===== config.mk =====
export PLATFORM = sky130hd
export DESIGN_NAME = polygon_winding_sign_top
export DESIGN_NICKNAME = d
export VERILOG_FILES = /design/src/rtl/core/pws_pkg.sv /design/src/rtl/core/pws_mul.sv /design/src/rtl/core/pws_acc.sv /design/src/rtl/core/polygon_winding_sign_top.sv
export SDC_FILE = /design/constraint.sdc
export NUM_CORES = 2
export LEC_CHECK = 0
export BUFFER_PORTS_ARGS = -buffer_cell sky130_fd_sc_hd__buf_4
export CAP_MARGIN = 10
export CORE_UTILIZATION = 45
export CTS_BUF_LIST = sky130_fd_sc_hd__clkbuf_8 sky130_fd_sc_hd__clkbuf_16
export DETAILED_ROUTE_END_ITERATION = 8
export GPL_TIMING_DRIVEN = 1
export HOLD_SLACK_MARGIN = 0.03
export PLACE_DENSITY = 0.58
export SYNTH_ARGS = -nofsm -noshare
export SYNTH_HDL_FRONTEND = slang
export SYNTH_SLANG_ARGS = --single-unit

===== constraint.sdc =====
create_clock -name clk -period 14 [get_ports clk]
set_input_delay 0.7 -clock clk [delete_from_list [all_inputs] [get_ports clk]]
set_output_delay 0.7 -clock clk [all_outputs]
set_load 0.1 [all_outputs]

===== src/rtl/core/pws_pkg.sv =====
`default_nettype none

package pws_pkg;

    // Field and datapath widths.
    localparam int COORD_W      = 16;
    localparam int DIFF_W       = COORD_W + 1;
    localparam int AXIS_W       = 12;
    localparam int MUL_B_W      = DIFF_W;
    localparam int K_W          = 2 * DIFF_W + 1;
    localparam int PROD_W       = K_W + MUL_B_W;
    localparam int TERM_W       = 48;
    localparam int SUM_W        = 64;

    // Vertex counting.
    localparam int MAX_VERTICES = 4096;
    localparam int COUNT_W      = $clog2(MAX_VERTICES + 1);
    localparam int MIN_VERTICES = 3;

    // Stream packing.
    localparam int IN_DATA_W    = 48;
    localparam int OUT_DATA_W   = 8;

    // Configuration register indexes.
    localparam int CFG_IDX_W    = 2;
    localparam logic [CFG_IDX_W-1:0] CFG_AXIS_X = 2'd0;
    localparam logic [CFG_IDX_W-1:0] CFG_AXIS_Y = 2'd1;
    localparam logic [CFG_IDX_W-1:0] CFG_AXIS_Z = 2'd2;

    typedef logic signed [DIFF_W-1:0] diff_t;
    typedef logic signed [K_W-1:0]    mul_a_t;
    typedef logic signed [MUL_B_W-1:0] mul_b_t;
    typedef logic signed [PROD_W-1:0] prod_t;
    typedef logic signed [TERM_W-1:0] term_t;

endpackage

`default_nettype wire


===== src/rtl/core/pws_mul.sv =====
`default_nettype none

// Shared signed multiplier with a registered product.
module pws_mul
    import pws_pkg::*;
(
    input  wire logic   clk,
    input  wire mul_a_t a,
    input  wire mul_b_t b,
    output prod_t       p
);

    prod_t p_reg;

    always_ff @(posedge clk)
    begin
        p_reg <= PROD_W'(a) * PROD_W'(b);
    end

    assign p = p_reg;

endmodule

`default_nettype wire


===== src/rtl/core/pws_acc.sv =====
`default_nettype none

// Saturating 64-bit signed area accumulator.
module pws_acc
    import pws_pkg::*;
(
    input  wire logic  clk,
    input  wire logic  rst_n,
    input  wire logic  clear,
    input  wire logic  add_en,
    input  wire term_t term,
    output logic       sum_neg,
    output logic       sat_hit
);

    logic signed [SUM_W-1:0] sum_reg;
    logic signed [SUM_W-1:0] sum_next;
    logic        [SUM_W:0]   wide;

    always_comb
    begin
        wide     = {sum_reg[SUM_W-1], sum_reg} + {{(SUM_W + 1 - TERM_W){term[TERM_W-1]}}, term};
        sat_hit  = 1'b0;
        sum_next = sum_reg;
        if (add_en)
        begin
            if (wide[SUM_W] != wide[SUM_W-1])
            begin
                sat_hit = 1'b1;
                // The sign of the wide sum tells which limit was crossed.
                sum_next = wide[SUM_W] ? {1'b1, {(SUM_W-1){1'b0}}}
                                       : {1'b0, {(SUM_W-1){1'b1}}};
            end
            else
            begin
                sum_next = wide[SUM_W-1:0];
            end
        end
    end

    always_ff @(posedge clk or negedge rst_n)
    begin
        if (!rst_n)
        begin
            sum_reg <= '0;
        end
        else if (clear)
        begin
            sum_reg <= '0;
        end
        else
        begin
            sum_reg <= sum_next;
        end
    end

    assign sum_neg = sum_reg[SUM_W-1];

endmodule

`default_nettype wire


===== src/rtl/core/polygon_winding_sign_top.sv =====
`default_nettype none

// Polygon orientation test. Vertices of one closed polygon arrive as 16-bit
// signed 3D points on the slave stream, the final vertex marked by tlast.
// The block sums the projected signed area of the triangle fan rooted at the
// first vertex onto the programmable axis (a zero axis means plus Z) in a
// saturating 64-bit accumulator, and after the final vertex it sends one
// transfer on the master stream with the winding sign and two status flags.
// Throughput is set by a single shared multiplier that does the nine products
// of each fan triangle one after the other: the first two vertices of a
// polygon only pass through accept and store, every later vertex passes through
// accept, coordinate differences, ten multiplier slots and accumulate, and the
// final vertex then loads the result register, waiting while that register
// still holds an untaken result. The slave side is not ready while a vertex
// is in work. Axis registers may only be written while the block is idle.
module polygon_winding_sign_top
    import pws_pkg::*;
(
    input  wire logic                  clk,
    input  wire logic                  rst_n,

    // Configuration write port.
    input  wire logic                  cfg_we,
    input  wire logic [CFG_IDX_W-1:0]  cfg_index,
    input  wire logic [AXIS_W-1:0]     cfg_data,

    // Vertex stream.
    input  wire logic                  s_axis_tvalid,
    output logic                       s_axis_tready,
    input  wire logic [IN_DATA_W-1:0]  s_axis_tdata,   // pos_x, pos_y, pos_z
    input  wire logic                  s_axis_tlast,   // last_vertex

    // Result stream.
    output logic                       m_axis_tvalid,
    input  wire logic                  m_axis_tready,
    output logic [OUT_DATA_W-1:0]      m_axis_tdata    // negative_winding,
                                                       // too_few_vertices,
                                                       // area_saturated, zero pad
);

    typedef enum logic [2:0] {
        S_IDLE,
        S_DIFF,
        S_CALC,
        S_FINISH,
        S_EMIT
    } state_t;

    // Multiplier slots. Each slot names the product issued in it; the product
    // of the previous slot is consumed in the same cycle.
    typedef enum logic [3:0] {
        MS_AYBZ,
        MS_AZBY,
        MS_AZBX,
        MS_AXBZ,
        MS_AXBY,
        MS_AYBX,
        MS_KXNX,
        MS_KYNY,
        MS_KZNZ,
        MS_DRAIN
    } step_t;

    state_t state_reg;
    step_t  step_reg;

    logic signed [AXIS_W-1:0]  axis_x_reg, axis_y_reg, axis_z_reg;
    logic signed [COORD_W-1:0] first_x_reg, first_y_reg, first_z_reg;
    logic signed [COORD_W-1:0] prev_x_reg, prev_y_reg, prev_z_reg;
    logic signed [COORD_W-1:0] cur_x_reg, cur_y_reg, cur_z_reg;
    logic                      last_reg;
    logic        [COUNT_W-1:0] count_reg;
    logic                      saturated_reg;

    // Edge vectors of the current fan triangle.
    diff_t ax_reg, ay_reg, az_reg;
    diff_t bx_reg, by_reg, bz_reg;

    // Cross product components and the projected term.
    mul_a_t kx_reg, ky_reg, kz_reg;
    term_t  term_reg;

    logic                      m_valid_reg;
    logic [OUT_DATA_W-1:0]     m_data_reg;

    mul_a_t mul_a;
    mul_b_t mul_b;
    prod_t  prod;

    logic   axis_zero;
    mul_b_t nx, ny, nz;

    logic   acc_add;
    logic   acc_clear;
    logic   sum_neg;
    logic   sat_hit;

    logic   in_fire;
    logic   emit_fire;
    logic   has_triangle;

    assign in_fire   = s_axis_tvalid && s_axis_tready;
    assign emit_fire = (state_reg == S_EMIT) && (!m_valid_reg || m_axis_tready);
    assign has_triangle = (count_reg >= COUNT_W'(2));

    assign acc_add   = (state_reg == S_FINISH) && has_triangle;
    assign acc_clear = emit_fire;

    // A zero axis stands for plus Z.
    assign axis_zero = (axis_x_reg == '0) && (axis_y_reg == '0) && (axis_z_reg == '0);
    assign nx = mul_b_t'(axis_x_reg);
    assign ny = mul_b_t'(axis_y_reg);
    assign nz = axis_zero ? mul_b_t'(1) : mul_b_t'(axis_z_reg);

    // Operand selection for the shared multiplier.
    always_comb
    begin
        mul_a = mul_a_t'(ay_reg);
        mul_b = bz_reg;
        case (step_reg)
            MS_AYBZ:
            begin
                mul_a = mul_a_t'(ay_reg);
                mul_b = bz_reg;
            end
            MS_AZBY:
            begin
                mul_a = mul_a_t'(az_reg);
                mul_b = by_reg;
            end
            MS_AZBX:
            begin
                mul_a = mul_a_t'(az_reg);
                mul_b = bx_reg;
            end
            MS_AXBZ:
            begin
                mul_a = mul_a_t'(ax_reg);
                mul_b = bz_reg;
            end
            MS_AXBY:
            begin
                mul_a = mul_a_t'(ax_reg);
                mul_b = by_reg;
            end
            MS_AYBX:
            begin
                mul_a = mul_a_t'(ay_reg);
                mul_b = bx_reg;
            end
            MS_KXNX:
            begin
                mul_a = kx_reg;
                mul_b = nx;
            end
            MS_KYNY:
            begin
                mul_a = ky_reg;
                mul_b = ny;
            end
            MS_KZNZ:
            begin
                mul_a = kz_reg;
                mul_b = nz;
            end
            default:
            begin
                mul_a = kz_reg;
                mul_b = nz;
            end
        endcase
    end

    pws_mul u_mul (
        .clk (clk),
        .a   (mul_a),
        .b   (mul_b),
        .p   (prod)
    );

    pws_acc u_acc (
        .clk     (clk),
        .rst_n   (rst_n),
        .clear   (acc_clear),
        .add_en  (acc_add),
        .term    (term_reg),
        .sum_neg (sum_neg),
        .sat_hit (sat_hit)
    );

    // Configuration registers.
    always_ff @(posedge clk or negedge rst_n)
    begin
        if (!rst_n)
        begin
            axis_x_reg <= '0;
            axis_y_reg <= '0;
            axis_z_reg <= AXIS_W'(1);
        end
        else if (cfg_we)
        begin
            case (cfg_index)
                CFG_AXIS_X: axis_x_reg <= cfg_data;
                CFG_AXIS_Y: axis_y_reg <= cfg_data;
                CFG_AXIS_Z: axis_z_reg <= cfg_data;
                default:    ;
            endcase
        end
    end

    // Datapath registers that need no reset.
    always_ff @(posedge clk)
    begin
        if (in_fire)
        begin
            cur_x_reg <= s_axis_tdata[COORD_W-1:0];
            cur_y_reg <= s_axis_tdata[2*COORD_W-1:COORD_W];
            cur_z_reg <= s_axis_tdata[3*COORD_W-1:2*COORD_W];
            last_reg  <= s_axis_tlast;
        end

        if (state_reg == S_DIFF)
        begin
            ax_reg <= diff_t'(prev_x_reg) - diff_t'(first_x_reg);
            ay_reg <= diff_t'(prev_y_reg) - diff_t'(first_y_reg);
            az_reg <= diff_t'(prev_z_reg) - diff_t'(first_z_reg);
            bx_reg <= diff_t'(cur_x_reg) - diff_t'(first_x_reg);
            by_reg <= diff_t'(cur_y_reg) - diff_t'(first_y_reg);
            bz_reg <= diff_t'(cur_z_reg) - diff_t'(first_z_reg);
        end

        if (state_reg == S_CALC)
        begin
            // Consume the product issued in the previous slot.
            case (step_reg)
                MS_AZBY:  kx_reg   <= prod[K_W-1:0];
                MS_AZBX:  kx_reg   <= kx_reg - prod[K_W-1:0];
                MS_AXBZ:  ky_reg   <= prod[K_W-1:0];
                MS_AXBY:  ky_reg   <= ky_reg - prod[K_W-1:0];
                MS_AYBX:  kz_reg   <= prod[K_W-1:0];
                MS_KXNX:  kz_reg   <= kz_reg - prod[K_W-1:0];
                MS_KYNY:  term_reg <= prod[TERM_W-1:0];
                MS_KZNZ:  term_reg <= term_reg + prod[TERM_W-1:0];
                MS_DRAIN: term_reg <= term_reg + prod[TERM_W-1:0];
                default:  ;
            endcase
        end
    end

    // Sequencer, polygon state and the result register.
    always_ff @(posedge clk or negedge rst_n)
    begin
        if (!rst_n)
        begin
            state_reg     <= S_IDLE;
            step_reg      <= MS_AYBZ;
            first_x_reg   <= '0;
            first_y_reg   <= '0;
            first_z_reg   <= '0;
            prev_x_reg    <= '0;
            prev_y_reg    <= '0;
            prev_z_reg    <= '0;
            count_reg     <= '0;
            saturated_reg <= 1'b0;
            m_valid_reg   <= 1'b0;
            m_data_reg    <= '0;
        end
        else
        begin
            if (m_valid_reg && m_axis_tready && !emit_fire)
            begin
                m_valid_reg <= 1'b0;
            end

            case (state_reg)
                S_IDLE:
                begin
                    if (in_fire)
                    begin
                        state_reg <= has_triangle ? S_DIFF : S_FINISH;
                    end
                end
                S_DIFF:
                begin
                    step_reg  <= MS_AYBZ;
                    state_reg <= S_CALC;
                end
                S_CALC:
                begin
                    if (step_reg == MS_DRAIN)
                    begin
                        step_reg  <= MS_AYBZ;
                        state_reg <= S_FINISH;
                    end
                    else
                    begin
                        step_reg <= step_t'(step_reg + 4'd1);
                    end
                end
                S_FINISH:
                begin
                    if (count_reg == '0)
                    begin
                        first_x_reg <= cur_x_reg;
                        first_y_reg <= cur_y_reg;
                        first_z_reg <= cur_z_reg;
                    end
                    prev_x_reg <= cur_x_reg;
                    prev_y_reg <= cur_y_reg;
                    prev_z_reg <= cur_z_reg;

                    // The count stops at its limit; each vertex past it flags
                    // saturation but still contributes its fan term.
                    if (count_reg < COUNT_W'(MAX_VERTICES))
                    begin
                        count_reg     <= count_reg + COUNT_W'(1);
                        saturated_reg <= saturated_reg | sat_hit;
                    end
                    else
                    begin
                        saturated_reg <= 1'b1;
                    end

                    state_reg <= last_reg ? S_EMIT : S_IDLE;
                end
                S_EMIT:
                begin
                    if (emit_fire)
                    begin
                        m_valid_reg <= 1'b1;
                        m_data_reg  <= {{(OUT_DATA_W-3){1'b0}},
                                        saturated_reg,
                                        (count_reg < COUNT_W'(MIN_VERTICES)),
                                        (count_reg >= COUNT_W'(MIN_VERTICES)) && sum_neg};
                        first_x_reg   <= '0;
                        first_y_reg   <= '0;
                        first_z_reg   <= '0;
                        prev_x_reg    <= '0;
                        prev_y_reg    <= '0;
                        prev_z_reg    <= '0;
                        count_reg     <= '0;
                        saturated_reg <= 1'b0;
                        state_reg     <= S_IDLE;
                    end
                end
                default:
                begin
                    state_reg <= S_IDLE;
                end
            endcase
        end
    end

    assign s_axis_tready = (state_reg == S_IDLE);
    assign m_axis_tvalid = m_valid_reg;
    assign m_axis_tdata  = m_data_reg;

endmodule

`default_nettype wire


Yosys cells after proc, flatten, opt, wreduce, memory -nomap -nowiden --
Index checks and enable logic that the tools add are counted.
Cells by class: add/subtract/negate cells 13, $mul 1, magnitude comparators 4, equal/unequal tests 21, muxes and demuxes 40, bitwise logic cells 1, reductions and logical operators 44
Operator list (count):
- 64-bit 2-to-1 mux | 4
- 35-bit one-hot mux with 2 select lines | 3
- 16-bit one-hot mux with 2 select lines | 6
- 35-bit one-hot mux with 5 select lines | 1
- 35-bit subtractor | 3
- 16-bit by 16-bit subtractor with 17-bit output | 6
- 48-bit one-hot mux with 2 select lines | 1
- 17-bit one-hot mux with 5 select lines | 1
- 64-bit by 48-bit adder with 65-bit output | 1
- 16-bit 2-to-1 mux | 4
- 48-bit adder | 1
- 35-bit by 17-bit multiplier with 48-bit output | 1
- 12-bit zero test | 3
- 13-bit by 2-bit greater-or-equal comparator with 1-bit output, second input constant | 2
- 13-bit 2-to-1 mux | 2
- 13-bit one-hot mux with 2 select lines | 1
- 2-bit AND reduction | 9
- 17-bit 2-to-1 mux | 1
- 4-bit by 3-bit == test with 1-bit output, second input constant | 4
- 3-bit one-hot mux with 5 select lines | 1
- 2-bit nonzero test | 7
- 2-bit OR reduction | 7
- 13-bit by 1-bit adder with 13-bit output, second input constant | 1
- 13-bit zero test | 1
- other kinds (28) | 53
Word-level totals: flip-flop bits (word level) 573, output and inout port bits 10

Depth between registers and ports, before layout --
depth after elaboration 8, depth in mapped cells 36, mapped depth without buffers 32

Hierarchy --
From an unflattened synthesis, not the netlist that was laid out.
Unflattened totals: cell total of the unflattened synthesis 6525, area total of the unflattened synthesis 59215.5 sq um
Modules (own cells, without submodules):
- polygon_winding_sign_top | times used 1, cells an instance 3286, area each 31004.7 sq um
- pws_mul | times used 1, cells an instance 2387, area each 21642.0 sq um
- pws_acc | times used 1, cells an instance 852, area each 6568.8 sq um

Worst setup path after synthesis --
OpenSTA, ideal clock, no wires.
path type register to register, start point register state_reg[1], end point register step_reg[1], setup time 0.146 ns, arrival 9.016 ns, path slack 4.839 ns, stages on the path, launching flop included 6, cell sequence dfrtp_1 -> clkbuf_1 -> nor3b_1 -> a21oi_1 -> o21ai_0 -> o31ai_1
Between the ends: word-level cells in the longest chain between the ends 2, elaborated cells between the ends (all ways) 4
RTL lines:
- start, declared | RTL line polygon_winding_sign_top.sv:64 | state_t state_reg;
- start signal, assigned | RTL line polygon_winding_sign_top.sv:280 | state_reg <= has_triangle ? S_DIFF : S_FINISH;
- start signal, assigned | RTL line polygon_winding_sign_top.sv:324 | state_reg <= last_reg ? S_EMIT : S_IDLE;
- 3-bit by 2-bit == test with 1-bit output or 3-bit by 1-bit == test with 1-bit output (tied branches) | RTL line polygon_winding_sign_top.sv:275 | case (state_reg)
- 4-bit one-hot mux with 2 select lines or 2-bit nonzero test (tied branches)
- end signal, assigned | RTL line polygon_winding_sign_top.sv:297 | step_reg <= step_t'(step_reg + 4'd1);
- end, declared | RTL line polygon_winding_sign_top.sv:65 | step_t step_reg;
Parallel ways exist; a longest one is shown, timed or not. A chain may end at the register's enable or synchronous reset.

Final worst setup path --
start point register step_reg[3], end point register u_mul.p_reg[47], in the netlist u_mul.p[47]
Between the ends: word-level cells in the longest chain between the ends 4, elaborated cells between the ends (all ways) 17
RTL lines:
- 4-bit by 3-bit == test with 1-bit output, or another cell as far along | RTL line polygon_winding_sign_top.sv:120 | case (step_reg)
- 2-bit OR reduction (no line)
- 35-bit one-hot mux with 5 select lines or 17-bit one-hot mux with 5 select lines (tied branches) | RTL line polygon_winding_sign_top.sv:120
- 35-bit by 17-bit multiplier with 48-bit output * | RTL line pws_mul.sv:17 | p_reg <= PROD_W'(a) * PROD_W'(b);
- end signal, assigned | RTL line pws_mul.sv:17
- end, declared | RTL line pws_mul.sv:13 | prod_t p_reg;
Mark *: on every way between the ends. The rest lies on a longest branch, timed or not.

==> flow_metrics.py <==
metrics = {
    "clock_network": {
        "htreeDepth": 3,
        "clk_pin_slew_ns": 0.06,
        "insertion_delay_ns": 0.68,
        "cts_tree": "built",
        "clock_sinks": 573,
        "cts-root-buf": "clkbuf_16",
        "cts_setup_buffers": 0,
        "cts_hold_buffers": 0,
        "cts_resized": 0,
        "cts_buffers": 72,
        "cts_buffer_depth": 3,
    },
    "worst_setup_path": {
        "cp_slowest_cell": "dfrtp_2",
        "crit_required_ns": 14.50,
        "crit_top_cell": "fa_1",
        "critPathMaxStageDelay_ns": 0.67,
        "path_class": "register to register",
        "crit_family": "compound AO/OA/AOI/OAI gates",
        "crit_buf_inv": 8,
        "worst_setup_path_end_kind": "register",
        "critPathMaxFanout": 45,
        "crit_arrival_ns": 10.82,
        "startpoint_type": "register",
    },
    "global_route": {
        "grt_overflow": 0,
        "grt_max_degree": 104,
        "antenna_found_initial": 2,
        "grt_pass1_wl_mm": 265,
        "first_global_vias": 44247,
        "track_usage_pct": 27.3,
    },
    "synth": {
        "synth_compound_area_share_pct": 16.8,
        "syn-instance-count": 6153,
        "synth_edf_count": 304,
        "async_flop_share_pct": 38.6,
        "synth_area_mm2": 0.0562,
        "synthAdderAreaFrac_pct": 28.9,
        "yosysSeqAreaShare_pct": 27.8,
        "synth.area.mux_share_pct": 0.919,
        "synth_xor_area_share_pct": 4.07,
        "ys_types": 88,
        "synth_simple_gate_area_share_pct": 14.4,
        "ys_warn_count": 0,
        "synth_seq_cells": 573,
        "synth_top_family_by_area": "adder cells",
        "synth-main-ff-cell": "edfxtp_1",
        "synth.avg_cell_area_um2": 9.13,
    },
    "route": {
        "routed_wl_mm": 172,
        "wire_per_inst_um": 21.9,
        "drc": 1,
        "first_iter_violations": 3230,
        "ant_nets": 0,
        "post_drt_via_cell_ratio": 5.70,
        "vias": 44653,
        "dr.pass1.iters": 8,
    },
    "final_layout": {
        "fillCellCount": 11626,
        "syn2layout_area_growth_pct": 8.64,
        "final_common_cell": "inv_1",
        "fin_area_mm2": 0.0611,
        "fin_cells": 7837,
        "layout.nets": 7180,
        "largest_register_ffs": 64,
        "mostFrequentLayoutCells": "inv_1 (822), nand2_1 (787), nor2_1 (544), fa_1 (544), ha_1 (428)",
        "drive_gt1_share_pct": 5.92,
    },
    "placed_design": {
        "dp_cells": 7703,
        "hpwl_mm": 134,
        "gp_congestion": 0.945,
        "port_buffers": 72,
        "dpl_cell_area_mm2": 0.0586,
    },
    "floorplan": {
        "pin_count": 78,
        "rows": 129,
        "dieHeight_um": 355,
        "core_mm2": 0.124,
        "die_area_mm2": 0.126,
        "chipWidth_um": 355,
        "floorplan.initialDensity_pct": 45.4,
    },
    "sta": {
        "clock-skew-final_ns": 0.0581,
        "hold_viol": 0,
        "rsz0062_at_grt": "false",
        "maxSlewHeadroom_pct": 19.5,
        "slew_viol_final": 0,
        "post-route-period-util_pct": 73.7,
        "max_freq_mhz": 96.9,
        "holdWs_ns": 0.0450,
        "worst_pin_slew_ns": 1.20,
        "setup_violations": 0,
        "min_period_ns": 10.32,
        "setup_tns_ns": 0,
    },
    "min_path": {
        "min_path_type": "primary input to asynchronous set/reset pin",
    },
    "outcome": {
        "violations": "design-rule violations",
        "status": "complete, but fails checks",
    },
    "job": {
        "cap_violations": 0,
    },
}
==> routing by layer <==
layer	global-route usage [%]	wire [µm]	up-vias	part of all wire (%)
li1	-	-	20945	-
met1	37.2	75200	22007	44
met2	44.3	79800	1391	46
met3	3.86	10000	308	5.8
met4	10.1	7020	2	4.1
met5	0	13	-	0.0076
==> stage by stage <==
| step | utilization [%] | setup slack [ns] |
|---|---|---|
| after floorplan | - | 4.84 |
| after global placement | 47.3 | 3.89 |
| after detailed placement | 47.4 | 3.86 |
| after CTS | 49.3 | 3.80 |
| after global routing | 49.3 | 3.18 |
| final | 49.3 | 3.68 |
==> final timing paths <==
kind                                      to  cells after the start  slack [ns]              from
hold / removal             u_acc.sum_reg[39]                      1        0.05             rst_n
min in group clk               cur_z_reg[12]                      1        0.20  s_axis_tdata[44]
hold reg to reg                 state_reg[2]                      2        0.46          last_reg
setup / recovery                 u_mul.p[47]                     31        3.68       step_reg[3]
max in group asynchronous        step_reg[3]                      3       11.61             rst_n
setup reg to reg                 u_mul.p[47]                     31        3.68       step_reg[3]
==> cells in the mapped netlist (all sizes together) (16+ instances only) <==
master	instances	area, µm²
o21a	73	548
xor2	99	867
clkbuf	199	747
o211ai	17	133
a221o	87	871
a21o	150	1130
or3	32	205
nand2b	50	313
a211oi	51	388
buf	37	214
a2111oi	16	143
a21oi	252	1270
a21boi	38	285
a221oi	39	342
o31ai	68	510
xnor2	162	1420
a211o	18	158
dfrtp	220	5510
nor4	23	144
o21bai	28	210
nand2	788	2960
nor3	81	405
fa	544	10900
mux2	37	417
nand3	89	445
inv	804	3020
a31oi	38	244
and3	51	319
a22oi	31	233
edfxtp	304	9130
nor2b	54	338
nand4	20	125
dfxtp	48	961
ha	428	5360
o21ai	417	2090
nor2	548	2060
and2	30	188
==> layout make-up <==
class / instances / area [µm²] / share of cell area (%)
Antenna cell: 1 / 2.50 / 0.00410
Clock buffer: 87 / 2040 / 3.34
Clock inverter: 46 / 375 / 0.615
Inverter: 805 / 3020 / 4.95
Multi-Input combinational cell: 4543 / 36800 / 60.3
Sequential cell: 573 / 15600 / 25.6
Tap cell: 1637 / 2050 / 3.35
Timing Repair Buffer: 145 / 1100 / 1.80
==> worst reg2reg max path, delay by kind of cell (launching register included) <==
kind | cells | cell delay [ns]
flops | 1 | 0.67
simple gates | 5 | 1.18
compound gates | 10 | 3.25
buf+inv | 8 | 1.74
fa+ha+maj | 7 | 3.23
xor+xnor | 1 | 0.08
==> kinds of logic after synthesis <==
group                      Yosys count
buffers and inverters             1041
xor gates and xnor gates           261
and+or+nand+nor                   1839
muxes                               47
DFF                                573
other                                1
adders and majority gates          972
AOI/OAI and AO/OA                 1419
Power is left out: the tool's default activity adds up to more than one toggle a clock period on the data nets, which glitch-free logic cannot reach.
